### src/hw/rtl/lsdacs_pkg.sv
package lsdacs_pkg;

    // Byte values of the header and of ULEB128 framing
    localparam logic [7:0] OMIT_ENC     = 8'hFF;
    localparam logic [7:0] UDATA4_ENC   = 8'h03;
    localparam logic [7:0] ULEB_PAYLOAD = 8'h7F;
    localparam logic [7:0] ULEB_MORE    = 8'h80;

    localparam int unsigned ULEB_STEP      = 7;
    localparam int unsigned ULEB_LIMIT     = 64;
    localparam int unsigned IN_DATA_WIDTH  = 104;
    localparam int unsigned OUT_DATA_WIDTH = 72;

    typedef enum logic [3:0] {
        PH_IDLE      = 4'd0,
        PH_TTYPE_ENC = 4'd1,
        PH_TTYPE_OFF = 4'd2,
        PH_CS_ENC    = 4'd3,
        PH_TABLE_LEN = 4'd4,
        PH_E_START   = 4'd5,
        PH_E_LEN     = 4'd6,
        PH_E_PAD     = 4'd7,
        PH_E_ACTION  = 4'd8,
        PH_DONE      = 4'd9
    } phase_t;

    typedef enum logic [1:0] {
        OUT_BAD   = 2'd0,
        OUT_PAD   = 2'd1,
        OUT_NOPAD = 2'd2,
        OUT_NONE  = 2'd3
    } outcome_t;

    typedef struct packed {
        logic [63:0] function_start;
        logic [31:0] call_offset;
        logic        first_byte;
        logic [7:0]  data_byte;
    } in_item_t;

    typedef struct packed {
        logic        valid;
        logic        found;
        logic [63:0] pad_address;
        outcome_t    outcome;
    } result_t;

endpackage

### src/hw/rtl/lsdacs_parser.sv
module lsdacs_parser (
    input  logic               aclk,
    input  logic               aresetn,
    input  logic               step,
    input  lsdacs_pkg::in_item_t item,
    output lsdacs_pkg::result_t  result
);
    import lsdacs_pkg::*;

    phase_t      phase_reg, phase_next;
    logic [1:0]  byte_idx_reg, byte_idx_next;
    logic [31:0] uleb_acc_reg, uleb_acc_next;
    logic        uleb_ovf_reg, uleb_ovf_next;
    logic [6:0]  uleb_shift_reg, uleb_shift_next;
    logic [31:0] bytes_left_reg, bytes_left_next;
    logic [31:0] e_start_reg, e_start_next;
    logic [31:0] e_len_reg, e_len_next;
    logic [31:0] e_pad_reg, e_pad_next;
    logic [31:0] call_off_reg, call_off_next;
    logic [63:0] func_start_reg, func_start_next;

    logic [7:0]  b;
    logic [63:0] uleb_shifted;
    logic [31:0] uleb_acc_new;
    logic        uleb_ovf_new;
    logic [32:0] range_end;
    logic        covers;
    logic [31:0] bytes_left_dec;
    logic [63:0] pad_sum;

    assign b = item.data_byte;

    // Place this byte's seven payload bits at the current shift
    assign uleb_shifted = {57'd0, b[6:0] & ULEB_PAYLOAD[6:0]} << uleb_shift_reg;
    assign uleb_acc_new = (uleb_shift_reg < 7'(ULEB_LIMIT)) ?
                          (uleb_acc_reg | uleb_shifted[31:0]) : uleb_acc_reg;
    assign uleb_ovf_new = uleb_ovf_reg |
                          ((uleb_shift_reg < 7'(ULEB_LIMIT)) && (|uleb_shifted[63:32]));

    // Range check of the current entry in 33 bits
    assign range_end = {1'b0, e_start_reg} + {1'b0, e_len_reg};
    assign covers    = (call_off_reg >= e_start_reg) && ({1'b0, call_off_reg} < range_end);
    assign pad_sum   = func_start_reg + {32'd0, e_pad_reg};

    always_comb begin
        // Count down table bytes while inside entries
        bytes_left_dec = bytes_left_reg;
        if ((phase_reg == PH_E_START || phase_reg == PH_E_LEN || phase_reg == PH_E_PAD ||
             phase_reg == PH_E_ACTION) && bytes_left_reg != 32'd0) begin
            bytes_left_dec = bytes_left_reg - 32'd1;
        end

        phase_next      = phase_reg;
        byte_idx_next   = byte_idx_reg;
        uleb_acc_next   = uleb_acc_reg;
        uleb_ovf_next   = uleb_ovf_reg;
        uleb_shift_next = uleb_shift_reg;
        bytes_left_next = bytes_left_reg;
        e_start_next    = e_start_reg;
        e_len_next      = e_len_reg;
        e_pad_next      = e_pad_reg;
        call_off_next   = call_off_reg;
        func_start_next = func_start_reg;
        result          = '{valid: 1'b0, found: 1'b0, pad_address: 64'd0, outcome: OUT_BAD};

        if (item.first_byte) begin
            // Start a new scan, abandoning any scan in progress
            call_off_next   = item.call_offset;
            func_start_next = item.function_start;
            if (b != OMIT_ENC) begin
                result.valid = 1'b1;
                phase_next   = PH_DONE;
            end else begin
                phase_next = PH_TTYPE_ENC;
            end
        end else begin
            bytes_left_next = bytes_left_dec;
            unique case (phase_reg) inside
                PH_TTYPE_ENC: begin
                    phase_next = (b != OMIT_ENC) ? PH_TTYPE_OFF : PH_CS_ENC;
                end
                PH_TTYPE_OFF: begin
                    if ((b & ULEB_MORE) == 8'd0) phase_next = PH_CS_ENC;
                end
                PH_CS_ENC: begin
                    if (b != UDATA4_ENC) begin
                        result.valid = 1'b1;
                        phase_next   = PH_DONE;
                    end else begin
                        uleb_acc_next   = 32'd0;
                        uleb_ovf_next   = 1'b0;
                        uleb_shift_next = 7'd0;
                        phase_next      = PH_TABLE_LEN;
                    end
                end
                PH_TABLE_LEN: begin
                    uleb_acc_next = uleb_acc_new;
                    uleb_ovf_next = uleb_ovf_new;
                    if (uleb_shift_reg < 7'(ULEB_LIMIT)) begin
                        uleb_shift_next = uleb_shift_reg + 7'(ULEB_STEP);
                    end
                    if ((b & ULEB_MORE) == 8'd0) begin
                        // Saturate the length to 32 bits
                        bytes_left_next = uleb_ovf_new ? 32'hFFFF_FFFF : uleb_acc_new;
                        if (!uleb_ovf_new && uleb_acc_new == 32'd0) begin
                            result.valid   = 1'b1;
                            result.outcome = OUT_NONE;
                            phase_next     = PH_DONE;
                        end else begin
                            byte_idx_next = 2'd0;
                            e_start_next  = 32'd0;
                            phase_next    = PH_E_START;
                        end
                    end
                end
                PH_E_START, PH_E_LEN, PH_E_PAD: begin
                    // Fill one byte lane of the little-endian word
                    if (phase_reg == PH_E_START) begin
                        e_start_next[byte_idx_reg*8 +: 8] = b;
                    end else if (phase_reg == PH_E_LEN) begin
                        e_len_next[byte_idx_reg*8 +: 8] = b;
                    end else begin
                        e_pad_next[byte_idx_reg*8 +: 8] = b;
                    end
                    byte_idx_next = byte_idx_reg + 2'd1;
                    if (byte_idx_reg == 2'd3) begin
                        if (phase_reg == PH_E_START) begin
                            e_len_next = 32'd0;
                            phase_next = PH_E_LEN;
                        end else if (phase_reg == PH_E_LEN) begin
                            e_pad_next = 32'd0;
                            phase_next = PH_E_PAD;
                        end else begin
                            phase_next = PH_E_ACTION;
                        end
                    end
                end
                PH_E_ACTION: begin
                    if ((b & ULEB_MORE) == 8'd0) begin
                        if (covers) begin
                            result.valid = 1'b1;
                            phase_next   = PH_DONE;
                            if (e_pad_reg != 32'd0) begin
                                result.found       = 1'b1;
                                result.pad_address = pad_sum;
                                result.outcome     = OUT_PAD;
                            end else begin
                                result.outcome = OUT_NOPAD;
                            end
                        end else if (bytes_left_dec == 32'd0) begin
                            result.valid   = 1'b1;
                            result.outcome = OUT_NONE;
                            phase_next     = PH_DONE;
                        end else begin
                            byte_idx_next = 2'd0;
                            e_start_next  = 32'd0;
                            phase_next    = PH_E_START;
                        end
                    end
                end
                default: begin
                    // Idle or done: drop the byte
                end
            endcase
        end

        if (!step) begin
            result.valid = 1'b0;
        end
    end

    // Control state
    always_ff @(posedge aclk) begin
        if (!aresetn) begin
            phase_reg      <= PH_IDLE;
            byte_idx_reg   <= 2'd0;
            uleb_acc_reg   <= 32'd0;
            uleb_ovf_reg   <= 1'b0;
            uleb_shift_reg <= 7'd0;
            bytes_left_reg <= 32'd0;
            e_start_reg    <= 32'd0;
            e_len_reg      <= 32'd0;
            e_pad_reg      <= 32'd0;
            call_off_reg   <= 32'd0;
            func_start_reg <= 64'd0;
        end else if (step) begin
            phase_reg      <= phase_next;
            byte_idx_reg   <= byte_idx_next;
            uleb_acc_reg   <= uleb_acc_next;
            uleb_ovf_reg   <= uleb_ovf_next;
            uleb_shift_reg <= uleb_shift_next;
            bytes_left_reg <= bytes_left_next;
            e_start_reg    <= e_start_next;
            e_len_reg      <= e_len_next;
            e_pad_reg      <= e_pad_next;
            call_off_reg   <= call_off_next;
            func_start_reg <= func_start_next;
        end
    end

endmodule

### src/hw/rtl/lsda_call_site_pad_lookup.sv
// Channel   Dir  Signals                            Content
// s_axis    in   tvalid tready tdata[103:0] tuser   one table byte with scan context
// m_axis    out  tvalid tready tdata[71:0]          lookup result, at most one per scan
//
// One item per cycle while the result is not stalled: an input register
// feeds the parser, which updates its state and fills the result register
// in the same cycle; the result then waits in that register until taken.
// aresetn is synchronous and active low; it returns the parser to idle.
// A stalled result holds the parser; the input register still takes one item.
module lsda_call_site_pad_lookup (
    input  logic                              aclk,
    input  logic                              aresetn,
    input  logic                              s_axis_tvalid,
    output logic                              s_axis_tready,
    // [7:0] data_byte, [39:8] call_offset, [103:40] function_start
    input  logic [lsdacs_pkg::IN_DATA_WIDTH-1:0]  s_axis_tdata,
    // [0] first_byte
    input  logic                              s_axis_tuser,
    output logic                              m_axis_tvalid,
    input  logic                              m_axis_tready,
    // [0] found, [64:1] pad_address, [66:65] outcome, [71:67] zero
    output logic [lsdacs_pkg::OUT_DATA_WIDTH-1:0] m_axis_tdata
);
    import lsdacs_pkg::*;

    logic     in_valid_reg, in_valid_next;
    in_item_t in_item_reg;
    logic     out_valid_reg, out_valid_next;
    result_t  out_res_reg;
    result_t  res;
    logic     advance;
    logic     step;
    logic     in_accept;

    assign advance       = !out_valid_reg || m_axis_tready;
    assign step          = in_valid_reg && advance;
    assign s_axis_tready = !in_valid_reg || advance;
    assign in_accept     = s_axis_tvalid && s_axis_tready;

    lsdacs_parser u_parser (
        .aclk    (aclk),
        .aresetn (aresetn),
        .step    (step),
        .item    (in_item_reg),
        .result  (res)
    );

    // Hold or refill the input register and the result valid flag
    always_comb begin
        in_valid_next = in_valid_reg;
        if (in_accept) begin
            in_valid_next = 1'b1;
        end else if (step) begin
            in_valid_next = 1'b0;
        end
        out_valid_next = advance ? res.valid : out_valid_reg;
    end

    always_ff @(posedge aclk) begin
        if (!aresetn) begin
            in_valid_reg  <= 1'b0;
            out_valid_reg <= 1'b0;
        end else begin
            in_valid_reg  <= in_valid_next;
            out_valid_reg <= out_valid_next;
        end
    end

    // Payload registers
    always_ff @(posedge aclk) begin
        if (in_accept) begin
            in_item_reg.data_byte      <= s_axis_tdata[7:0];
            in_item_reg.call_offset    <= s_axis_tdata[39:8];
            in_item_reg.function_start <= s_axis_tdata[103:40];
            in_item_reg.first_byte     <= s_axis_tuser;
        end
        if (advance && res.valid) begin
            out_res_reg <= res;
        end
    end

    assign m_axis_tvalid = out_valid_reg;
    assign m_axis_tdata  = {5'd0, out_res_reg.outcome, out_res_reg.pad_address,
                            out_res_reg.found};

endmodule

### config.mk
export PLATFORM = sky130hd
export DESIGN_NAME = lsda_call_site_pad_lookup
export DESIGN_NICKNAME = d
export VERILOG_FILES = /design/src/hw/rtl/lsdacs_pkg.sv /design/src/hw/rtl/lsdacs_parser.sv /design/src/hw/rtl/lsda_call_site_pad_lookup.sv
export SDC_FILE = /design/constraint.sdc
export NUM_CORES = 1
export LEC_CHECK = 0
export ABC_AREA = 1
export BUFFER_PORTS_ARGS = -buffer_cell sky130_fd_sc_hd__buf_2
export CAP_MARGIN = 20
export CELL_PAD_IN_SITES_DETAIL_PLACEMENT = 0
export CELL_PAD_IN_SITES_GLOBAL_PLACEMENT = 1
export CORE_MARGIN = 2
export CORE_UTILIZATION = 30
export DETAILED_ROUTE_END_ITERATION = 8
export HOLD_SLACK_MARGIN = 0.08
export PLACE_DENSITY_LB_ADDON = 0.1
export SYNTH_ARGS = -nofsm -noshare
export SYNTH_HDL_FRONTEND = slang
export SYNTH_SLANG_ARGS = --single-unit
export TNS_END_PERCENT = 100
### constraint.sdc
create_clock -name aclk -period 9.3 [get_ports aclk]
set_input_delay 0.465 -clock aclk [delete_from_list [all_inputs] [get_ports aclk]]
set_output_delay 0.465 -clock aclk [all_outputs]
set_load 0.005 [all_outputs]
==> results.json, run 1 <==
{
  "via_per_inst": 4.89,
  "worst_ep_required_time_ns": 9.55,
  "ios": 183,
  "power_leakage_uw": 0.0121,
  "cp_common_cell": "nand2_1",
  "n_fill_cell": 8809,
  "die-width_um": 293,
  "hold_path_class": "input pin to register",
  "cp_data_arrival_time_ns": 6.48,
  "critPathMaxStageDelay_ns": 0.56,
  "core-area_um2": 83300,
  "fin_util_pct": 35.9,
  "vias": 22618,
  "die_h_um": 293,
  "area_delta_synth_final_pct": 19.2,
  "ys.flop_type": "dfxtp_1",
  "largest_reg_flops": 105,
  "seq_area_frac_synth_pct": 42.2,
  "final_hold_viol_count": 0,
  "synth-seq-cells": 444,
  "grt_pass1_wl_um": 133000,
  "yosysTopAreaCell": "dfxtp_1",
  "postCtsSetupRepairBufs": 0,
  "grt_overflow": 0,
  "start_util_pct": 30.2,
  "crit_cells": 27,
  "drv_slew": 0,
  "cts_tree": "built",
  "finalClockSkew_ns": 0.0220,
  "drv_cap": 0,
  "antenna_found_initial": 0,
  "cts-root-buf": "clkbuf_16",
  "setup.worst_path.class": "register to register",
  "syn_area_per_cell_um2": 7.70,
  "clk_path_buf_depth": 3,
  "ant_nets": 0,
  "clk_latency_ns": 0.63,
  "routedWlPerCell_um": 18.6,
  "whs_ns": 0.136,
  "synthArstFlopShare_pct": 0,
  "vdd_drop_max_v": 0.000137,
  "synth_top_area_share_pct": 21.7,
  "synthCells": 3263,
  "yosysMostFrequentCell": "nand2_1",
  "cp_max_fo": 42,
  "grt_max_degree": 71,
  "rows": 106,
  "path_buf_inv": 2,
  "ys_warn_count": 0,
  "first_iter_violations": 1298,
  "post-route-min-period_ns": 6.23,
  "relSlewSlack_pct": 30.9,
  "syn_area_um2": 25100,
  "finalCritPeriodShare_pct": 67.0,
  "cts_sinks": 444,
  "status": "completed",
  "drive_above_1_share_pct": 11.4,
  "synth_edf_count": 172,
  "total_power_uw": 4690,
  "num_antenna_cells": 0,
  "path_delay_family": "compound AO/OA/AOI/OAI gates",
  "first_pass_iters": 5,
  "grt_pass1_vias": 22422,
  "cts_inserted_buffers": 55,
  "grtUsageTotal_pct": 19.8,
  "rsz0062_at_grt": "false",
  "place_hpwl_um": 65900,
  "fmax_ghz": 0.161,
  "setup_violations": 0,
  "r2r_cells": 27,
  "holdPathStages": 1,
  "port_buffers": 177,
  "synthTopCellsByArea": "dfxtp_1 (22%), edfxtp_1 (21%), nand2_1 (9.5%)",
  "routabilityCongestion": 0.850,
  "end_kind": "register",
  "final_nets": 3748,
  "start_kind": "register",
  "wl_um": 86200,
  "cp_slowest_cell": "buf_4",
  "clkTransAtPathRegs_ns": 0.06,
  "drc_errors": 0,
  "ys_top_cells_by_count": "nand2_1 (633), nor2_1 (454), inv_1 (349)",
  "cts-htree-levels": 2,
  "finalNonFillerCells": 4628,
  "tightest_slew_ns": 1.04,
  "fin_setup_tns_ns": 0,
  "yosysUniqueCellTypes": 61,
  "dp_cells": 4421,
  "cellPowerDensity_nw_per_um2": 157,
  "die-area_um2": 86000
}
-- power breakdown --
group | total (µW) | switching [µW] | internal [µW]
Combinational | 307 | 194 | 113
Clock | 2260 | 894 | 1370
Sequential | 2120 | 39.7 | 2080
Total | 4690 | 1130 | 3560
-- layer usage --
metal  wire length, µm  GRT usage [%]  vias to the layer above
met5                 0              0                        -
met4              1410           3.86                        0
met3              3330           2.43                       78
met2             40000           33.3                      417
met1             41400           27.4                    10677
li1                  -              -                    11446
-- kinds of logic after synthesis --
logic type / Yosys count / share of synthesized area [%]
simple gates: 1427 / 24.3
compound gates: 687 / 16.0
buf+inv: 488 / 7.78
flops: 444 / 42.2
fa+ha+maj: 137 / 6.88
xor+xnor: 79 / 2.75
other cells: 1 / 0.0149
-- path summary, 6_finish.rpt --
kind	startpoint	end	slack (ns)
max	u_parser.e_len_reg[2]	m_axis_tdata[6]	3.07
min	s_axis_tuser	in_item_reg[8]	0.14
max reg2reg	u_parser.e_len_reg[2]	m_axis_tdata[6]	3.07
min reg2reg	u_parser.uleb_acc_reg[3]	u_parser.uleb_acc_reg[3]	0.47
-- layout by cell type, fill, tap and decap left out, types with 19 or more instances in the layout --
| cell type | instances |
|---|---|
| a31oi_1 | 19 |
| dfxtp_1 | 272 |
| nor4_1 | 20 |
| nand3_1 | 169 |
| xnor2_1 | 25 |
| inv_1 | 346 |
| clkbuf_16 | 57 |
| a21oi_2 | 30 |
| nor3_1 | 48 |
| nor2_1 | 451 |
| a211oi_1 | 34 |
| o21ai_0 | 192 |
| xor2_1 | 54 |
| buf_2 | 176 |
| nand4_1 | 35 |
| edfxtp_1 | 172 |
| nand2_1 | 632 |
| o211ai_1 | 25 |
| nand3_2 | 30 |
| ha_1 | 135 |
| dlygate4sd3_1 | 104 |
| a21oi_1 | 281 |
-- area by class of cell --
class                      count  area (µm²)  area share (%)
clock inverter                23         333            1.11
sequential                   444       10600            35.4
tap                         1080        1350            4.51
inverter                     368        1390            4.65
timing repair buffer         298        2080            6.94
multi-input combinational   2335       12600            42.1
clock buffer                  80        1570            5.25
-- repair_timing --
item / CTS / global route
hold buffers: 104 / 0
hold endpoints to repair: 104 / 0
resized for setup: 0 / 0
-- worst reg2reg max path, stage by stage (launching register included) --
cell	delay (ns)
dfxtp_1	0.31
ha_1	0.35
a21oi_1	0.14
nand2_1	0.10
a21oi_1	0.25
o21ai_1	0.15
a21boi_0	0.31
o21ai_1	0.18
a21boi_0	0.52
o21ai_1	0.17
a21boi_0	0.32
o21ai_1	0.12
xnor2_1	0.14
ha_1	0.29
nand2_1	0.08
nor2_1	0.05
a211oi_1	0.17
nor2_1	0.07
nor2_1	0.09
nand2_1	0.05
nor2_1	0.28
nand3_1	0.24
nand2_1	0.12
nand2_1	0.08
nand3_1	0.09
nand3_1	0.11
inv_2	0.49
buf_4	0.59
-- through the flow --
stage               setup slack, ns  instance area (µm²)
detailed placement             3.05                27000
floorplan                      3.90                25100
global route                   2.40                29900
CTS                            3.05                29900
global placement               3.11                27000
finish                         3.07                29900
Power figures use the tool's default switching activity.
==> run 2, diff against run 1 <==
Settings changed: ABC_AREA 1 to 0.
Clock period 9.3 ns to 6.02 ns, I/O delays scaled along.
==> run 2 against run 1 <==
  * Non-clock buffer count increased by 33
  * Cell area decreased by 4.9%
  * Area after synthesis decreased by 6.8%
  * Critical endpoint is now m_axis_tdata[25]
  * Critical path type unchanged
  * Power increased by 52%
  * Highest routed layer unchanged
==> results.json, run 2 <==
{
  "p_sw_share_pct": 24.0,
  "first_pass_iters": 8,
  "worst_slack_ns": 0.441,
  "power_leakage_uw": 0.0103,
  "synthTopCellsByArea": "dfxtp_1 (23%), edfxtp_1 (22%), ha_1 (7.2%)",
  "final-seq-area_um2": 10600,
  "vias": 20381,
  "top_layer": "met4",
  "via_per_inst": 5.18,
  "ys_top_cells_by_count": "nand2_1 (355), a21oi_1 (294), dfxtp_1 (272)",
  "synth-seq-cells": 444,
  "grt_pass1_wl_um": 120000,
  "reg2reg_slack_ns": 0.44,
  "fmax_ghz": 0.179,
  "largest_reg_flops": 105,
  "syn_area_per_cell_um2": 9.04,
  "cts_sinks": 444,
  "yosysUniqueCellTypes": 95,
  "hold_path_class": "input pin to register",
  "grtUsageTotal_pct": 18.9,
  "synthCells": 2590,
  "wl_um": 78400,
  "ys_warn_count": 0,
  "ys.flop_type": "dfxtp_1",
  "wl_met3_um": 3060,
  "startpoint": "u_parser.e_start_reg[2]",
  "multiInputGateArea_um2": 12000,
  "fin_setup_tns_ns": 0,
  "tightest_slew_ns": 1.09,
  "endpoint": "m_axis_tdata[25]",
  "dr_wl_met2_um": 35100,
  "postCtsSetupRepairBufs": 0,
  "synth-simple-area-share_pct": 19.0,
  "yosysTopAreaCell": "dfxtp_1",
  "final_nets": 3090,
  "clock_power_share_pct": 48.6,
  "die-area_um2": 80300,
  "r2r-start": "u_parser.e_start_reg[2]",
  "rsz0062_at_grt": "false",
  "synthArstFlopShare_pct": 0,
  "core-area_um2": 77300,
  "grt_max_degree": 79,
  "start_util_pct": 30.3,
  "p_sw_uw": 1720,
  "post-route-min-period_ns": 5.58,
  "synth-adder-area-share_pct": 7.39,
  "r2r_end": "m_axis_tdata[25]",
  "finalClockSkew_ns": 0.0280,
  "place_hpwl_um": 56500,
  "grt_pass1_vias": 19762,
  "clk_path_buf_depth": 3,
  "routabilityCongestion": 0.882,
  "area_delta_synth_final_pct": 21.7,
  "die_h_um": 283,
  "dp_slack_ns": 0.236,
  "end_kind": "register",
  "drv_cap": 0,
  "cts_tree": "built",
  "cts-htree-levels": 2,
  "ant_nets": 0,
  "die-width_um": 283,
  "routedWlPerCell_um": 19.9,
  "synth_top_area_share_pct": 23.3,
  "setup_violations": 0,
  "synth_edf_count": 172,
  "grt_overflow": 0,
  "mostFrequentLayoutCell": "nand2_1",
  "clkTransAtPathRegs_ns": 0.06,
  "n_fill_cell": 7970,
  "setup.worst_path.class": "register to register",
  "rows": 102,
  "cts-root-buf": "clkbuf_16",
  "drc_errors": 0,
  "yosysMostFrequentCell": "nand2_1",
  "first_iter_violations": 1293,
  "antenna_found_initial": 3,
  "synthXorXnorAreaFrac_pct": 3.33,
  "synth_top_family_by_area": "compound AO/OA/AOI/OAI gates",
  "relSlewSlack_pct": 27.0,
  "syn_area_um2": 23400,
  "final_hold_viol_count": 0,
  "port_buffers": 177,
  "synth-compound-area-share_pct": 20.3,
  "synthMuxAreaShare_pct": 0.807,
  "drv_slew": 0,
  "clk_latency_ns": 0.63,
  "r2r_cells": 22,
  "cp_data_arrival_time_ns": 5.89,
  "layout_common_cells": "nand2_1 (352), a21oi_1 (294), dfxtp_1 (270), nor2_1 (240), buf_2 (178)",
  "vdd_drop_max_v": 0.000210,
  "status": "completed",
  "p_seq_share_pct": 45.4,
  "worst_ep_required_time_ns": 6.33,
  "cp_max_fo": 29,
  "drive_above_1_share_pct": 13.0,
  "p_int_uw": 5430,
  "drt-met1-wl_um": 37700,
  "finalCritPeriodShare_pct": 92.7,
  "seq_area_frac_synth_pct": 45.3,
  "comb_power_share_pct": 6.1,
  "start_kind": "register",
  "cts_inserted_buffers": 55,
  "ios": 183,
  "cellPowerDensity_nw_per_um2": 251
}
==> run 2: metrics by stage <==
| stage | utilization, % | std cells | total power (µW) | hold WS, ns | area [µm²] |
|---|---|---|---|---|---|
| floorplan | - | 2594 | 3510 | 0.400 | 23500 |
| global placement | 33.0 | 3716 | 3690 | 0.449 | 25500 |
| detailed placement | 33.0 | 3718 | 3690 | 0.454 | 25500 |
| CTS | 36.8 | 3930 | 7270 | 0.133 | 28500 |
| global route | 36.8 | 3933 | 7420 | 0.164 | 28500 |
| finish | 36.8 | 3933 | 7150 | 0.172 | 28500 |
==> run 2: cell type report <==
type	instances	area share, %
well taps	1040	4.57
inverters	82	1.10
clock inverters	39	1.54
flip-flops and latches	444	37.3
clock buffers	65	5.07
repair buffers	331	8.21
diodes	2	0.0176
multi-input cells	1930	42.2
==> run 2: power by group through the flow <==
stage | Clock [µW] | Combinational (µW) | Sequential (µW)
floorplan | 0 | 221 | 3290
global placement | 0 | 378 | 3310
detailed placement | 0 | 381 | 3310
CTS | 3580 | 440 | 3250
global route | 3680 | 480 | 3250
finish | 3470 | 434 | 3250
==> run 2: cell families after synthesis <==
kind of cell | Yosys count
adders and majority gates | 137
muxes | 15
AOI/OAI and AO/OA | 724
DFF | 444
buffers and inverters | 220
and+or+nand+nor | 960
xor gates and xnor gates | 89
other | 1
==> run 2: how the worst min path moves through the flow <==
stage	startpoint	end	slack, ns	cells after the start
finish	aresetn	u_parser.uleb_acc_reg[17]	0.17	4
CTS	aresetn	u_parser.uleb_acc_reg[17]	0.13	4
floorplan	s_axis_tdata[0]	in_item_reg[0]	0.40	0
detailed placement	u_parser.e_len_reg[5]	u_parser.e_len_reg[5]	0.45	2
global placement	u_parser.e_len_reg[5]	u_parser.e_len_reg[5]	0.45	2
global route	aresetn	u_parser.uleb_acc_reg[17]	0.16	4
==> run 2: worst max-delay path, cell delays in order (launching register included) <==
cell and delay, ns:
dfxtp_1 0.33, ha_1 0.38, o211ai_1 0.13, o21ai_1 0.28, o21bai_1 0.21, and4_1 0.23
nor3_1 0.30, o21ai_1 0.19, o21ai_1 0.28, nor4_1 0.09, nor3_1 0.21, xnor2_1 0.10
ha_1 0.20, a22oi_1 0.16, nand2_1 0.10, or3_1 0.38, a211oi_1 0.20, a21oi_1 0.11
a32oi_2 0.39, a41o_4 0.22, nand2_4 0.07, a311oi_4 0.37, buf_6 0.32
==> run 2: repair_timing <==
item | CTS | global route
setup endpoints to repair | 0 | 59
hold buffers | 108 | 0
resized for setup | 0 | 2
hold endpoints to repair | 107 | 0
==> run 2: per-layer routing <==
| metal | track usage, % | up-vias |
|---|---|---|
| met2 | 30.0 | 429 |
| met1 | 26.6 | 9843 |
| met3 | 2.58 | 116 |
| li1 | - | 9993 |
| met5 | 0 | - |
| met4 | 6.02 | 0 |
==> run 3, diff against run 2 <==
Settings changed: BUFFER_PORTS_ARGS -buffer_cell sky130_fd_sc_hd__buf_2 to -buffer_cell sky130_fd_sc_hd__buf_4.
Clock period 6.02 ns to 7.2 ns, I/O delays scaled along.
==> run 3 against run 2 <==
  * Setup slack better by 0.48 ns
  * Critical endpoint is now m_axis_tdata[33]
  * Wire length increased by 0.42%
  * Clock skew increased by 0.00079 ns
  * Largest power group unchanged
  * Clock power is 16% lower
  * Utilization is 0.40 points higher
==> results.json, run 3 (same netlist as run 2, synthesis figures left out) <==
{
  "setup.worst_path.class": "register to register",
  "setup_violations": 0,
  "post-route-min-period_ns": 6.28,
  "rows": 102,
  "cellPowerDensity_nw_per_um2": 209,
  "holdPathStages": 4,
  "via_per_inst": 5.19,
  "start_util_pct": 30.3,
  "r2r_cells": 24,
  "critPathMaxStageDelay_ns": 0.64,
  "fin_util_pct": 37.2,
  "cts_sinks": 444,
  "core-area_um2": 77300,
  "drc_errors": 0,
  "wl_um": 78700,
  "grt_pass1_wl_um": 121000,
  "drv_slew": 0,
  "fin_area_um2": 28800,
  "postCtsSetupRepairBufs": 0,
  "routedWlPerCell_um": 20.1,
  "end_kind": "register",
  "n_fill_cell": 7993,
  "rsz0062_at_grt": "false",
  "port_buffers": 177,
  "hold_end": "in_valid_reg",
  "cts-htree-levels": 2,
  "first_iter_violations": 1392,
  "vias": 20328,
  "ant_nets": 0,
  "clk_path_buf_depth": 3,
  "die-area_um2": 80300,
  "drive_above_1_share_pct": 12.3,
  "r2r-start": "u_parser.e_start_reg[0]",
  "die-width_um": 283,
  "drv_cap": 0,
  "r2r_end": "m_axis_tdata[33]",
  "vdd_drop_max_v": 0.000175,
  "status": "completed",
  "cts-root-buf": "clkbuf_16",
  "fmax_ghz": 0.159,
  "area_delta_synth_final_pct": 23.0,
  "start_kind": "register",
  "dpl_cell_area_um2": 25800,
  "worst_slack_ns": 0.922,
  "die_h_um": 283,
  "worst_ep_required_time_ns": 7.47,
  "first_pass_iters": 5,
  "finalCritPeriodShare_pct": 87.2,
  "cp_slowest_cell": "o311ai_0",
  "dp_slack_ns": 0.883,
  "place_hpwl_um": 56100,
  "grt_pass1_vias": 20072,
  "ios": 183,
  "cts_tree": "built",
  "clkTransAtPathRegs_ns": 0.06,
  "worstPathCellList": "ha_1, fa_1, a211oi_1, o21a_1, o311ai_0, a41oi_1, a21oi_1, o21a_1, nor2_1, nor2_1, mux2i_1, o311ai_0, ha_1, a22oi_1, nand2_1, or3_1, a211oi_1, a21oi_1, a32oi_1, buf_4, a41o_4, nand2_1, a311oi_4, buf_12",
  "cp_max_fo": 67,
  "tightest_slew_ns": 1.09,
  "largest_reg_flops": 105,
  "routabilityCongestion": 0.838,
  "finalClockSkew_ns": 0.0288,
  "hold_path_class": "input pin to register",
  "grtUsageTotal_pct": 19.1,
  "mostFrequentLayoutCell": "nand2_1",
  "reg2reg_slack_ns": 0.92,
  "clk_latency_ns": 0.62,
  "grt_max_degree": 94,
  "layout_common_cells": "nand2_1 (353), a21oi_1 (294), dfxtp_1 (272), nor2_1 (243), buf_4 (208)",
  "fin_setup_tns_ns": 0,
  "antenna_found_initial": 0,
  "power_leakage_uw": 0.0104,
  "worstHoldStart": "m_axis_tready",
  "final_hold_viol_count": 0,
  "cp_data_arrival_time_ns": 6.55,
  "final_nets": 3077,
  "relSlewSlack_pct": 27.0,
  "cts_inserted_buffers": 55,
  "grt_overflow": 0
}
## run 3: changes by cell type in the layout (fill, tap and decap cells not counted), sizes merged
cell,delta
clkinvlp,-3
bufinv,+1
dlygate4sd3,-2
clkinv,-2
clkbuf,+2
inv,+1
diode,-1
buf,-11
## run 3: area by class of cell
| cell class | instances | area, µm² | area share, % |
|---|---|---|---|
| inverter | 82 | 313 | 1.09 |
| timing repair buffer | 318 | 2690 | 9.34 |
| tap | 1040 | 1300 | 4.52 |
| clock buffer | 67 | 1470 | 5.11 |
| antenna | 1 | 2.50 | 0.00869 |
| clock inverter | 36 | 435 | 1.51 |
| multi-input combinational | 1930 | 12000 | 41.6 |
| sequential | 444 | 10600 | 36.9 |
## run 3: what timing repair did
action	CTS	global route
resized for setup	0	0
hold buffers	106	0
hold endpoints to repair	106	0
## run 3: worst max-delay path: cells and delay by family, from the launching register on
kind	cells	cell delay, ns
AOI/OAI and AO/OA	13	3.06
adders and majority gates	3	0.79
DFF	1	0.36
and+or+nand+nor	5	0.82
buffers and inverters	2	0.64
muxes	1	0.21
## run 3: report_power, final
part           leakage (µW)  switching (µW)  internal (µW)  total [µW]
clock              0.000949            1140           1770        2910
combinational       0.00573             220            165         385
sequential          0.00377            42.0           2670        2720
total                0.0104            1400           4610        6020
## run 3: routing by layer
layer  global-route usage [%]  up-vias  wire (µm)
li1                         -     9966          -
met1                     26.0     9805      36700
met2                     31.8      463      37000
met3                     2.56       94       3280
met4                     4.75        0       1690
met5                        0        -          0
## run 3: worst max-delay path by stage
| stage | from | end | slack [ns] | depth (start not counted) |
|---|---|---|---|---|
| after global placement | u_parser.e_start_reg[0] | m_axis_tdata[35] | 0.91 | 24 |
| after floorplan | u_parser.e_len_reg[0] | m_axis_tdata[0] | 0.62 | 22 |
| final | u_parser.e_start_reg[0] | m_axis_tdata[33] | 0.92 | 24 |
| after global routing | u_parser.e_start_reg[0] | m_axis_tdata[37] | 0.38 | 24 |
| after CTS | u_parser.e_start_reg[0] | m_axis_tdata[48] | 0.83 | 24 |
| after detailed placement | u_parser.e_start_reg[0] | m_axis_tdata[39] | 0.88 | 24 |
## run 3: stage by stage
stage | std cells | hold slack, ns | power (µW)
final | 3918 | 0.146 | 6020
after global routing | 3917 | 0.110 | 6260
after CTS | 3915 | 0.0919 | 6110
after detailed placement | 3706 | 0.452 | 3110
after global placement | 3703 | 0.448 | 3110
after floorplan | 2594 | 0.436 | 2940
